File: src/wlpd_pkg.sv
// shared types and constants of the windowed long-press detector
package wlpd_pkg;

  localparam int CntW   = 16;
  localparam int BlinkW = 8;
  localparam int CfgIdxW = 2;
  localparam int CfgDataW = 16;
  localparam int InTdataW = 8;
  localparam int OutTdataW = 24;

  localparam logic [CntW-1:0]   CntMax   = {CntW{1'b1}};
  localparam logic [BlinkW-1:0] BlinkMax = {BlinkW{1'b1}};

  localparam logic [CfgIdxW-1:0] CFG_WINDOW_TICKS = 2'd0;
  localparam logic [CfgIdxW-1:0] CFG_HOLD_TICKS   = 2'd1;
  localparam logic [CfgIdxW-1:0] CFG_BLINK_HALF   = 2'd2;

  localparam logic [CntW-1:0]   WINDOW_TICKS_RST = 16'd500;
  localparam logic [CntW-1:0]   HOLD_TICKS_RST   = 16'd300;
  localparam logic [BlinkW-1:0] BLINK_HALF_RST   = 8'd10;

  typedef enum logic [1:0] {
    OUTCOME_RUNNING = 2'd0,
    OUTCOME_RESET   = 2'd1,
    OUTCOME_CLOSED  = 2'd2
  } outcome_t;

  typedef struct packed {
    logic [CntW-1:0]   window_ticks;
    logic [CntW-1:0]   hold_ticks;
    logic [BlinkW-1:0] blink_half_ticks;
  } cfg_t;

  typedef struct packed {
    logic [CntW-1:0] hold_count;
    outcome_t        outcome;
    logic            led_on;
  } res_t;

endpackage

File: src/wlpd_cfg_regs.sv
// configuration registers of the long-press detector
module wlpd_cfg_regs (
  input  logic                           clk,
  input  logic                           rst_n,
  input  logic                           cfg_wr_en,
  input  logic [wlpd_pkg::CfgIdxW-1:0]   cfg_index,
  input  logic [wlpd_pkg::CfgDataW-1:0]  cfg_wdata,
  output wlpd_pkg::cfg_t                 cfg
);
  import wlpd_pkg::*;

  cfg_t cfg_r;

  always_ff @(posedge clk) begin
    if (!rst_n) begin
      cfg_r.window_ticks     <= WINDOW_TICKS_RST;
      cfg_r.hold_ticks       <= HOLD_TICKS_RST;
      cfg_r.blink_half_ticks <= BLINK_HALF_RST;
    end else if (cfg_wr_en) begin
      unique case (cfg_index)
        CFG_WINDOW_TICKS: cfg_r.window_ticks     <= cfg_wdata;
        CFG_HOLD_TICKS:   cfg_r.hold_ticks       <= cfg_wdata;
        CFG_BLINK_HALF:   cfg_r.blink_half_ticks <= cfg_wdata[BlinkW-1:0];
        default: ;
      endcase
    end
  end

  assign cfg = cfg_r;

endmodule

File: src/wlpd_core.sv
// detector state and per-tick next-state logic
module wlpd_core (
  input  logic            clk,
  input  logic            rst_n,
  input  wlpd_pkg::cfg_t  cfg,
  input  logic            tick,
  input  logic            button_level,
  input  logic            rearm,
  output wlpd_pkg::res_t  res
);
  import wlpd_pkg::*;

  logic [CntW-1:0]   window_count_r, window_count_nxt;
  logic [CntW-1:0]   press_count_r, press_count_nxt;
  logic [BlinkW-1:0] blink_phase_r, blink_phase_nxt;
  logic              led_r, led_nxt;
  logic              was_pressed_r, was_pressed_nxt;
  outcome_t          fin_r, fin_nxt;

  logic              in_win;
  logic              pressed;
  logic [BlinkW-1:0] bp_inc;
  logic [CntW-1:0]   pc_base;
  logic [CntW-1:0]   pc_inc;
  logic [CntW-1:0]   wc_inc;

  always_comb begin
    window_count_nxt = window_count_r;
    press_count_nxt  = press_count_r;
    blink_phase_nxt  = blink_phase_r;
    led_nxt          = led_r;
    was_pressed_nxt  = was_pressed_r;
    fin_nxt          = fin_r;
    pressed          = ~button_level;
    in_win           = window_count_r < cfg.window_ticks;
    bp_inc           = (blink_phase_r == BlinkMax) ? BlinkMax : blink_phase_r + 1'b1;
    pc_base          = was_pressed_r ? press_count_r : '0;
    pc_inc           = (pc_base == CntMax) ? CntMax : pc_base + 1'b1;
    wc_inc           = (window_count_r == CntMax) ? CntMax : window_count_r + 1'b1;
    if (rearm) begin
      window_count_nxt = '0;
      press_count_nxt  = '0;
      blink_phase_nxt  = '0;
      led_nxt          = 1'b0;
      was_pressed_nxt  = 1'b0;
      fin_nxt          = OUTCOME_RUNNING;
    end else if (fin_r == OUTCOME_RUNNING) begin
      if (!(in_win || was_pressed_r)) begin
        fin_nxt = OUTCOME_CLOSED;
        led_nxt = 1'b0;
      end else begin
        // blink during the window
        if (in_win) begin
          if (bp_inc >= cfg.blink_half_ticks) begin
            led_nxt         = ~led_r;
            blink_phase_nxt = '0;
          end else begin
            blink_phase_nxt = bp_inc;
          end
        end
        priority if (pressed) begin
          was_pressed_nxt = 1'b1;
          press_count_nxt = pc_inc;
          if (pc_inc >= cfg.hold_ticks) begin
            fin_nxt = OUTCOME_RESET;
            led_nxt = 1'b0;
          end else begin
            window_count_nxt = wc_inc;
          end
        end else if (was_pressed_r) begin
          press_count_nxt = '0;
          was_pressed_nxt = 1'b0;
          if (!in_win) begin
            fin_nxt = OUTCOME_CLOSED;
            led_nxt = 1'b0;
          end else begin
            window_count_nxt = wc_inc;
            if (!(wc_inc < cfg.window_ticks)) begin
              fin_nxt = OUTCOME_CLOSED;
              led_nxt = 1'b0;
            end
          end
        end else begin
          window_count_nxt = wc_inc;
          if (!(wc_inc < cfg.window_ticks)) begin
            fin_nxt = OUTCOME_CLOSED;
            led_nxt = 1'b0;
          end
        end
      end
    end
  end

  always_ff @(posedge clk) begin
    if (!rst_n) begin
      window_count_r <= '0;
      press_count_r  <= '0;
      blink_phase_r  <= '0;
      led_r          <= 1'b0;
      was_pressed_r  <= 1'b0;
      fin_r          <= OUTCOME_RUNNING;
    end else if (tick) begin
      window_count_r <= window_count_nxt;
      press_count_r  <= press_count_nxt;
      blink_phase_r  <= blink_phase_nxt;
      led_r          <= led_nxt;
      was_pressed_r  <= was_pressed_nxt;
      fin_r          <= fin_nxt;
    end
  end

  assign res.led_on     = led_nxt;
  assign res.outcome    = fin_nxt;
  assign res.hold_count = press_count_nxt;

  // led is dark once the run has ended
  a_led_off_when_done: assert property (@(posedge clk) disable iff (!rst_n)
    (fin_r != OUTCOME_RUNNING) |-> !led_r)
    else $error("led lit after run ended");

  // a finished run only leaves its outcome through rearm
  a_outcome_sticky: assert property (@(posedge clk) disable iff (!rst_n)
    ((fin_r != OUTCOME_RUNNING) && !(tick && rearm)) |=> $stable(fin_r))
    else $error("outcome changed without rearm");

  // rearm transaction clears the run
  a_rearm_clears: assert property (@(posedge clk) disable iff (!rst_n)
    (tick && rearm) |=> (fin_r == OUTCOME_RUNNING && press_count_r == '0 && !led_r))
    else $error("rearm did not clear state");

endmodule

File: src/wlpd_out_buf.sv
// two-entry result register with skid stage
module wlpd_out_buf (
  input  logic            clk,
  input  logic            rst_n,
  input  logic            push,
  input  wlpd_pkg::res_t  push_data,
  output logic            push_ready,
  output logic            out_valid,
  input  logic            out_ready,
  output wlpd_pkg::res_t  out_data
);
  import wlpd_pkg::*;

  logic main_valid_r, skid_valid_r;
  res_t main_data_r, skid_data_r;
  logic main_free;

  assign main_free  = !main_valid_r || out_ready;
  assign push_ready = !skid_valid_r;

  always_ff @(posedge clk) begin
    if (!rst_n) begin
      main_valid_r <= 1'b0;
      skid_valid_r <= 1'b0;
    end else if (main_free) begin
      main_valid_r <= skid_valid_r || push;
      skid_valid_r <= 1'b0;
    end else if (push) begin
      skid_valid_r <= 1'b1;
    end
  end

  always_ff @(posedge clk) begin
    if (main_free) begin
      main_data_r <= skid_valid_r ? skid_data_r : push_data;
    end else if (push) begin
      skid_data_r <= push_data;
    end
  end

  assign out_valid = main_valid_r;
  assign out_data  = main_data_r;

  // skid entry only holds data behind a full main entry
  a_skid_behind_main: assert property (@(posedge clk) disable iff (!rst_n)
    skid_valid_r |-> main_valid_r)
    else $error("skid entry valid with empty main entry");

endmodule

File: src/windowed_long_press_detector_unit.sv
// top level of the windowed long-press detector
//
// each input transaction is one tick carrying the sampled active-low button
// level and a rearm flag; each tick gives exactly one result transaction
// with the led drive level, the outcome code and the current hold count
// the result of a tick is formed combinationally from the tick and the
// detector state and registered in the result buffer; throughput: one tick
// per cycle while in_tready is high
// a two-entry result buffer lets one more tick in while the receiver stalls;
// in_tready drops only when both entries are full
// configuration is a plain write port: index 0 window length, 1 hold ticks,
// 2 blink half period; write only while no ticks are in flight
// reset (rst_n low, synchronous) restores the default register values,
// clears all detector state with the led off, outcome running, and empties
// the result buffer
module windowed_long_press_detector_unit (
  input  logic                            clk,
  input  logic                            rst_n,
  input  logic                            in_tvalid,
  output logic                            in_tready,
  input  logic [wlpd_pkg::InTdataW-1:0]   in_tdata,   // button_level, rearm
  output logic                            out_tvalid,
  input  logic                            out_tready,
  output logic [wlpd_pkg::OutTdataW-1:0]  out_tdata,  // hold_count[15:0], outcome[1:0], led_on
  input  logic                            cfg_wr_en,
  input  logic [wlpd_pkg::CfgIdxW-1:0]    cfg_index,
  input  logic [wlpd_pkg::CfgDataW-1:0]   cfg_wdata
);
  import wlpd_pkg::*;

  cfg_t cfg;
  res_t res;
  res_t out_res;
  logic tick;

  assign tick = in_tvalid && in_tready;

  wlpd_cfg_regs u_cfg (
    .clk       (clk),
    .rst_n     (rst_n),
    .cfg_wr_en (cfg_wr_en),
    .cfg_index (cfg_index),
    .cfg_wdata (cfg_wdata),
    .cfg       (cfg)
  );

  wlpd_core u_core (
    .clk          (clk),
    .rst_n        (rst_n),
    .cfg          (cfg),
    .tick         (tick),
    .button_level (in_tdata[0]),
    .rearm        (in_tdata[1]),
    .res          (res)
  );

  wlpd_out_buf u_out (
    .clk        (clk),
    .rst_n      (rst_n),
    .push       (tick),
    .push_data  (res),
    .push_ready (in_tready),
    .out_valid  (out_tvalid),
    .out_ready  (out_tready),
    .out_data   (out_res)
  );

  assign out_tdata = {{(OutTdataW - $bits(res_t)){1'b0}}, out_res};

endmodule
File: config.mk
export PLATFORM = sky130hd
export DESIGN_NAME = windowed_long_press_detector_unit
export DESIGN_NICKNAME = d
export VERILOG_FILES = /design/src/wlpd_pkg.sv /design/src/wlpd_cfg_regs.sv /design/src/wlpd_core.sv /design/src/wlpd_out_buf.sv /design/src/windowed_long_press_detector_unit.sv
export SDC_FILE = /design/constraint.sdc
export NUM_CORES = 1
export LEC_CHECK = 0
export ABC_AREA = 1
export BUFFER_PORTS_ARGS = -buffer_cell sky130_fd_sc_hd__buf_2
export CORE_AREA = 5 5 109 152
export CTS_CLUSTER_SIZE = 14
export DETAILED_ROUTE_END_ITERATION = 12
export DIE_AREA = 0 0 114 157
export PLACE_DENSITY = 0.78
export RECOVER_POWER = 100
export SYNTH_ARGS = -nofsm -noshare
export SYNTH_HDL_FRONTEND = slang
export SYNTH_SLANG_ARGS = --single-unit
File: constraint.sdc
create_clock -name clk -period 10 [get_ports clk]
set_clock_uncertainty 0.2 [all_clocks]
set_input_delay 1.5 -clock clk [delete_from_list [all_inputs] [get_ports clk]]
set_output_delay 1.5 -clock clk [all_outputs]
set_load 0.005 [all_outputs]
==> impl_results.md, run 1 <==
- Status: finished, violations left
- Failing checks: max-capacitance violations, max-slew violations
- Hold buffers post-CTS: 0
- CTS tree: yes
- Largest net degree at the start of global routing: 80
- Final Max Slew Viols: 111
- Wirelength per Cell: 13.62 um
- Post-cts resize count: 0
- CTS clk-pin slew, worst paths: 0.06 ns
- Sinks on Clock Net: 124
- Die H: 157 um
- Setup Viol. Count Final: 0
- Syn Area/Cell: 7.620 sq um
- CP arrival: 6.03 ns
- Routed WL: 16.33 mm
- Final Hold Fails: 0
- Non-Filler Instances: 1,199
- Commonest non-fill, non-tap cell in the layout: nand2_1
- N_diodes: 0
- Power Total: 1.407 mW
- Critical path's slowest cell: dfxtp_1
- GR peak layer: met2
- CP Class: reg -> reg
- CTS buffer count: 17
- Synth Flop Type: dfxtp_1
- Row cnt: 53
- Max Clk Rate: 0.1686 GHz
- Seq/Total Area, Yosys: 0.3901
- Vias in the first global route: 6,130
- Worst hold slack: 0.2622 ns
- CTS root buf: clkbuf_16
- Post-placement cell area: 0.007651 sq mm
- Num ports: 57
- First-pass GRT wire length: 28.07 mm
- Met1 Usage GRT: 0.2183
- Core region area: 0.01492 sq mm
- Met3 Resource Use GR: 0.03846
- Crit-path cells: nand2_2 > inv_2 > ha_1 > nand4_1 > inv_1 > nand2_1 > inv_1 > nand2_1 > nor2_4 > nand2_1 > nand3_1 > ha_1 > nand2_1 > inv_1 > nand3_1 > nor3_1 > nand3_1 > nand3_1 > nand3_1 > nand3_1 > clkinvlp_2 > o21ai_0 > nor2_1
- Die ar.: 0.01790 sq mm
- RSZ-0062 raised after global routing: no
- CTS max path bufs: 2
- Layout cell share with drive strength beyond 1: 0.1072
- Relative slew slack: -0.9831
- GRT met2 Usage: 0.3414
- GR Overflow Total: 0
- Routability Congestion: 0.8528
- Yosys warns: 0
- H-tree Lvls: 4
- MaxCap Viol Count: 2
- 1st-iter DRT viols: 375
- WP data required: 10.10 ns
- DRT Pass-1 Iters: 5
- Worst path max stage delay: 0.96 ns
- Final #Nets: 1,082
- Async set-or-reset flop fraction in the synthesized netlist: 0
- Drt drc: 0
- FF+latch count, synth: 124
- Vias per cell: 5.283
- Setup ws final: 4.070 ns
- Area delta synth->final: 10.61%
- Final min period: 5.930 ns
- Commonest non-fill, non-tap cells in the layout: 161 x nand2_1, 135 x inv_1, 111 x a21oi_1, 111 x o21ai_0, 86 x dfxtp_1
- Tot GR Track Use: 0.1924
- Worst-Margin Slew: 2.975 ns
- Leak: 3.714 nW
- Routed vias: 6,334
- Post-Route Utilization: 0.5440
- DP Cell Count: 1,167
- Peak supply drop: 0.09969 mV
- Die W: 114 um
- Synth Instances: 963
- Initial antenna violation count: 0
- Design area: 0.008117 sq mm
- Pwr Density: 173.4 mW/mm^2
- IO buf count: 45
- DRT antenna net count: 0
- Fin Setup TNS: 0 ns
- Number of library cell types mapped by synthesis: 44
- DP Wirelength: 11.87 mm
- Post-synth EDFFs: 38
- Worst slack at placement: 5.341 ns
- Tcrit/Tclk final: 0.5930
- Kind of end point of the critical path: flop
- Class of the worst hold path: reg -> reg
- Critical path launch point type: flop
- Clk_lat worst skew: 0.42 ns
- Netlist Area Pre-Place: 0.007338 sq mm
- CP Max Fanout: 29
- Buffer count from post-CTS setup fixing: 0
- Initial core utilization: 0.4918
- CP most frequent cell: nand3_1
==> state kept, by name, summed over array words and instances (netlist names) <==
| signal | cells |
|---|---|
| u_cfg.cfg | 40 |
| u_out.out_data | 19 |
| u_out.skid_data_r | 19 |
| u_core.press_count_r | 16 |
| u_core.window_count_r | 16 |
| u_core.blink_phase_r | 8 |
| u_core.fin_r | 2 |
| u_core.led_r | 1 |
| u_core.was_pressed_r | 1 |
| u_out.out_valid | 1 |
| u_out.skid_valid_r | 1 |
==> cells by family after synthesis <==
logic type	after synthesis	share of synthesized area
AND/OR/NAND/NOR	316	0.1991
AO/OA/AOI/OAI	276	0.2067
buffers and inverters	185	0.1016
flip-flops	124	0.3901
adder cells (fa/ha/maj)	57	0.09719
XOR/XNOR	4	0.004775
other	1	0.0005110
==> critical path, delay by kind of cell, from the launching register on <==
family | cells | cell delay [ns]
AOI/OAI and AO/OA | 1 | 0.38
adders and majority gates | 2 | 0.33
and+or+nand+nor | 15 | 2.75
DFF | 1 | 0.96
buffers and inverters | 5 | 1.19
==> per-layer routing <==
metal  wire length (um)  vias to the layer above
met5                  0                        -
met4                562                        0
met3                740                       43
met2               8275                      154
met1               6746                     2832
li1                   -                     3305
==> cells in the mapped netlist (8+ instances only) <==
cell type,count,area (sq um)
a21oi_1,110,550.5
inv_1,134,503.0
dfxtp_1,86,1722
clkbuf_1,27,101.4
nand3_1,38,190.2
nor2_1,58,217.7
nor3_1,12,60.06
o21ai_0,97,485.5
nand3_2,11,110.1
nand2_1,159,596.8
o211ai_1,30,225.2
a22oi_1,8,60.06
o21ai_1,19,95.09
ha_1,57,713.2
edfxtp_1,38,1141
==> report_power, final <==
group | internal, mW | switching (mW) | total [mW] | leakage [nW]
logic | 0.0922 | 0.167 | 0.259 | 2.37
clock network | 0.315 | 0.234 | 0.550 | 0.250
registers | 0.569 | 0.0291 | 0.598 | 1.10
total | 0.977 | 0.431 | 1.41 | 3.71
==> final timing paths <==
path,startpoint,end,slack (ns),cells after the start
min reg2reg,u_cfg.cfg[6],u_cfg.cfg[6],0.26,2
min,u_cfg.cfg[6],u_cfg.cfg[6],0.26,2
max reg2reg,u_core.was_pressed_r,u_core.window_count_r[6],4.07,23
max,u_core.was_pressed_r,u_core.window_count_r[6],4.07,23
==> final cells by class <==
| cell class | instances | area [sq um] |
|---|---|---|
| well taps | 192 | 240.2 |
| fillers | 1372 | 6804 |
| clock buffers | 18 | 429.2 |
| repair buffers | 50 | 235.2 |
| inverters | 143 | 538.0 |
| clock inverters | 14 | 97.59 |
| flip-flops and latches | 124 | 2863 |
| multi-input cells | 658 | 3714 |
(Power assumes the default switching activity.)
==> inputs of run 2 (changes only) <==
Settings changed: PLACE_DENSITY 0.78 to 0.81.
Clock period 10 ns to 5.34 ns, I/O delays scaled along.
==> impl_results.md, run 2 (synthesized netlist as in run 1, its figures left out) <==
- Post-Route Utilization: 0.5481
- Fraction of power spent switching nets: 0.2993
- Relative slew slack: -0.2978
- Largest net degree at the start of global routing: 52
- MaxCap Viol Count: 2
- IO buf count: 45
- N_diodes: 0
- Sinks on Clock Net: 124
- Die H: 157 um
- Area delta synth->final: 11.44%
- Vias in the first global route: 6,014
- First-pass GRT wire length: 27.65 mm
- Worst path bufs/invs: 6
- CP arrival: 4.62 ns
- Critical path's slowest cell: dfxtp_1
- CTS root buf: clkbuf_16
- H-tree Lvls: 4
- CTS buffer count: 17
- Vias per cell: 5.387
- 1st-iter DRT viols: 450
- Initial antenna violation count: 0
- Buffer count from post-CTS setup fixing: 0
- Kind of end point of the critical path: flop
- Routed vias: 6,470
- Worst hold slack: 0.2603 ns
- Critical path launch point type: flop
- Power Total: 2.755 mW
- Worst-Margin Slew: 1.947 ns
- Peak supply drop: 0.2775 mV
- GR Overflow Total: 0
- CTS tree: yes
- Class of the worst hold path: reg -> reg
- Drt drc: 0
- Wirelength per Cell: 13.92 um
- Tcrit/Tclk final: 0.8457
- Final min period: 4.516 ns
- Switching power: 0.8245 mW
- CP Class: reg -> reg
- Die ar.: 0.01790 sq mm
- Final #Nets: 1,084
- Failing checks: max-capacitance violations, max-slew violations
- Max Clk Rate: 0.2214 GHz
- Fill count: 1,393
- Routability Congestion: 0.8853
- Tot GR Track Use: 0.1903
- Top Family by Delay on Critical Path: simple AND/OR/NAND/NOR gates
- Pwr Density: 336.9 mW/mm^2
- WP data required: 5.45 ns
- Crit-path cells: buf_4 > nand2_1 > inv_1 > ha_1 > nand4_1 > inv_1 > nand2_1 > inv_2 > nand2_1 > nor2_4 > nand2_1 > nand3_1 > ha_1 > nand2_1 > inv_1 > nand3_1 > nor3_1 > nand3_1 > nand3_1 > nand3_1 > nand3_4 > clkinv_2 > o21ai_0 > nor2_1
- Post-cts resize count: 0
- Reg power frac: 0.405
- Die W: 114 um
- CTS clk-pin slew, worst paths: 0.06 ns
- Row cnt: 53
- Logic gate share of total power: 0.179
- DRT Pass-1 Iters: 5
- Clk_lat worst skew: 0.42 ns
- Layout cell share with drive strength beyond 1: 0.1031
- RSZ-0062 raised after global routing: no
- Initial core utilization: 0.4918
- CTS max path bufs: 2
- DP Wirelength: 11.99 mm
- Hold buffers post-CTS: 0
- Max FFs per register: 40
- CP Max Fanout: 27
- Setup Viol. Count Final: 0
- Fin Setup TNS: 0 ns
- DRT antenna net count: 0
- Commonest non-fill, non-tap cells in the layout: 161 x nand2_1, 135 x inv_1, 113 x o21ai_0
- Leak: 3.734 nW
- Final Max Slew Viols: 83
- Final Hold Fails: 0
- Worst path max stage delay: 0.37 ns
- Core region area: 0.01492 sq mm
- Status: finished, violations left
- Num ports: 57
- Internal: 1.930 mW
- Commonest non-fill, non-tap cell in the layout: nand2_1
- Clk pwr share: 0.416
- Routed WL: 16.72 mm
## run 2: stage by stage
| step | std cells | instance area, sq um | worst slack, ns |
|---|---|---|---|
| 2_1_floorplan | 967 | 7353 | 1.724 |
| 3_3_place_gp | 1169 | 7666 | 1.225 |
| 3_5_place_dp | 1169 | 7666 | 1.134 |
| 4_1_cts | 1201 | 8253 | 1.099 |
| 5_1_grt | 1201 | 8178 | 0.3370 |
| 6_report | 1201 | 8178 | 0.8242 |
## run 2: final timing paths
path / start / end / slack (ns) / cells past startpoint
worst max-delay path: u_core.was_pressed_r / u_core.window_count_r[1] / 0.82 / 24
worst min-delay path: u_cfg.cfg[6] / u_cfg.cfg[6] / 0.26 / 2
worst min register to register: u_cfg.cfg[6] / u_cfg.cfg[6] / 0.26 / 2
worst max register to register: u_core.was_pressed_r / u_core.window_count_r[1] / 0.82 / 24
## run 2: cell type report
type / instances / area, sq um / share of cell area
tap: 192 / 240.2 / 0.02938
clock inverter: 15 / 161.4 / 0.01974
timing repair buffer: 52 / 237.7 / 0.02907
sequential: 124 / 2863 / 0.3501
clock buffer: 17 / 425.4 / 0.05202
multi-input combinational: 658 / 3712 / 0.4539
inverter: 143 / 538.0 / 0.06579
## run 2: power by group through the flow
stage / registers (mW) / clock network [mW] / logic (mW)
after floorplan: 1.13 / 0 / 0.371
after global placement: 1.13 / 0 / 0.481
after detailed placement: 1.13 / 0 / 0.497
after CTS: 1.11 / 1.16 / 0.506
after global routing: 1.12 / 1.21 / 0.565
final: 1.12 / 1.15 / 0.493
## run 2: routing by layer
metal | vias up | global-route usage | share of wire
li1 | 3309 | - | -
met1 | 2931 | 0.2069 | 0.39
met2 | 178 | 0.3465 | 0.52
met3 | 52 | 0.03692 | 0.046
met4 | 0 | 0.09960 | 0.043
met5 | - | 0 | 0
## run 2: worst min-delay path: cells and delay by family, from the launching register on
kind	cells	cell delay, ns
buffers and inverters	1	0.06
AOI/OAI and AO/OA	1	0.06
DFF	1	0.29
==> inputs of run 3 (changes only) <==
Clock period 5.34 ns to 3.8 ns, I/O delays scaled along.
==> impl_results.md, run 3 (synthesized netlist as in run 1, its figures left out) <==
- CTS clk-pin slew, worst paths: 0.06 ns
- Sinks on Clock Net: 124
- Commonest non-fill, non-tap cell in the layout: nand2_1
- Commonest non-fill, non-tap cells in the layout: 158 x nand2_1, 134 x inv_1, 109 x o21ai_0
- N_diodes: 0
- Fraction of power spent switching nets: 0.2954
- Vias per cell: 5.379
- Status: finished, final reports clean
- Max Clk Rate: 0.2836 GHz
- Clk pwr share: 0.425
- Final Max Slew Viols: 0
- Reg2reg start: u_core.window_count_r[0]
- Switching power: 1.172 mW
- Cells on worst reg2reg path: 19
- Num ports: 57
- Kind of end point of the critical path: flop
- Max FFs per register: 40
- CTS tree: yes
- Clk_lat worst skew: 0.42 ns
- 1st-iter DRT viols: 381
- Power Total: 3.967 mW
- First-pass GRT wire length: 28.19 mm
- Routed WL: 16.72 mm
- Core region area: 0.01492 sq mm
- Worst hold slack: 0.2066 ns
- FF-to-FF setup slack: 0.27 ns
- Final min period: 3.526 ns
- Tot GR Track Use: 0.1922
- Hold endpoint: u_cfg.cfg[28]
- Largest net degree at the start of global routing: 41
- DRT antenna net count: 0
- Hold path start: cfg_wdata[4]
- Final Hold Fails: 0
- CTS max path bufs: 2
- Design area: 0.008359 sq mm
- Reg power frac: 0.395
- DRT Pass-1 Iters: 7
- Relative slew slack: 0.09461
- Worst-Margin Slew: 1.358 ns
- H-tree Lvls: 4
- Layout cell share with drive strength beyond 1: 0.1326
- Row cnt: 53
- WP data required: 3.76 ns
- Critical path launch point type: flop
- Die W: 114 um
- DP Wirelength: 12.09 mm
- Reg2reg end: u_out.out_data[0]
- Wirelength per Cell: 13.82 um
- CP Class: reg -> reg
- Initial antenna violation count: 0
- Routability Congestion: 0.8705
- Drt drc: 0
- Leak: 3.854 nW
- Post-placement cell area: 0.007704 sq mm
- Internal: 2.795 mW
- CTS buffer count: 17
- Routed vias: 6,508
- Peak supply drop: 0.2619 mV
- Final #Nets: 1,093
- Hold-critical path depth: 3
- Hold buffers post-CTS: 0
- Initial core utilization: 0.4918
- CTS root buf: clkbuf_16
- Post-Route Utilization: 0.5603
- MaxCap Viol Count: 0
- Logic gate share of total power: 0.180
- IO buf count: 45
- Pwr Density: 474.5 mW/mm^2
- CP Max Fanout: 6
- Die ar.: 0.01790 sq mm
- CP arrival: 3.49 ns
- Vias in the first global route: 6,273
- Setup Viol. Count Final: 0
- GR Overflow Total: 0
- Area delta synth->final: 13.91%
- Class of the worst hold path: in -> reg
- Die H: 157 um
- Tcrit/Tclk final: 0.9280
run 3: cell types whose count changed in the layout (fill, tap and decap cells not counted), sizes merged:
cell,delta
buf,+13
clkbuf,-4
clkinv,+3
clkinvlp,-3
bufinv,+1
inv,-1
run 3: layout make-up:
class	instances	area (sq um)
Fill cell	1339	6561
Multi-Input combinational cell	658	3771
Sequential cell	124	2869
Inverter	143	539.3
Clock buffer	17	425.4
Timing Repair Buffer	61	325.3
Tap cell	192	240.2
Clock inverter	15	188.9
run 3: worst max-delay path by stage:
stage                                   startpoint                         to  slack [ns]
after floorplan               u_core.was_pressed_r   u_core.window_count_r[9]        0.18
after global placement        u_core.was_pressed_r  u_core.window_count_r[11]        0.15
after detailed placement      u_core.was_pressed_r   u_core.window_count_r[7]        0.11
after CTS                     u_core.was_pressed_r  u_core.window_count_r[11]        0.08
after global routing       u_core.press_count_r[0]          u_out.out_data[0]       -0.05
final                     u_core.window_count_r[0]          u_out.out_data[0]        0.27
run 3: what timing repair did:
action / CTS / global route
resized for setup: 0 / 16
buffers inserted: 0 / 4
endpoints found under the setup margin: 0 / 23
run 3: per-layer routing:
metal / share of wire / up-vias / track usage
met3: 0.040 / 28 / 0.02885
met4: 0.022 / 0 / 0.08206
met2: 0.54 / 169 / 0.3640
met5: 0 / - / 0
met1: 0.40 / 2982 / 0.2098
li1: - / 3329 / -
run 3: stage by stage:
step,setup TNS [ns],std cells,setup WS (ns)
detailed placement,0,1174,0.1100
floorplan,0,967,0.1841
finish,0,1210,0.2737
global placement,0,1174,0.1528
CTS,0,1206,0.08405
global route,-0.09024,1210,-0.05465
run 3: worst max-delay path, stage by stage, from the launching register on:
cell and delay (ns):
dfxtp_1 0.46, nand3_1 0.15, nor2_2 0.19, nand4_2 0.15, nor3_2 0.20, inv_2 0.06, nor3_2 0.18, nand3_1 0.13
xor2_1 0.15, nand2_1 0.10, ha_1 0.34, nand4_1 0.13, o221ai_1 0.26, nor2_1 0.08, nand2_1 0.09, nand2_1 0.08
nand2_1 0.07, nand2_1 0.04, nand2_1 0.12, o21ai_2 0.08
run 3: power by group through the flow:
stage	clock network (mW)	logic [mW]	registers, mW
finish	1.69	0.712	1.57
global placement	0	0.682	1.59
CTS	1.70	0.717	1.56
global route	1.76	0.820	1.58
floorplan	0	0.522	1.58
detailed placement	0	0.706	1.59
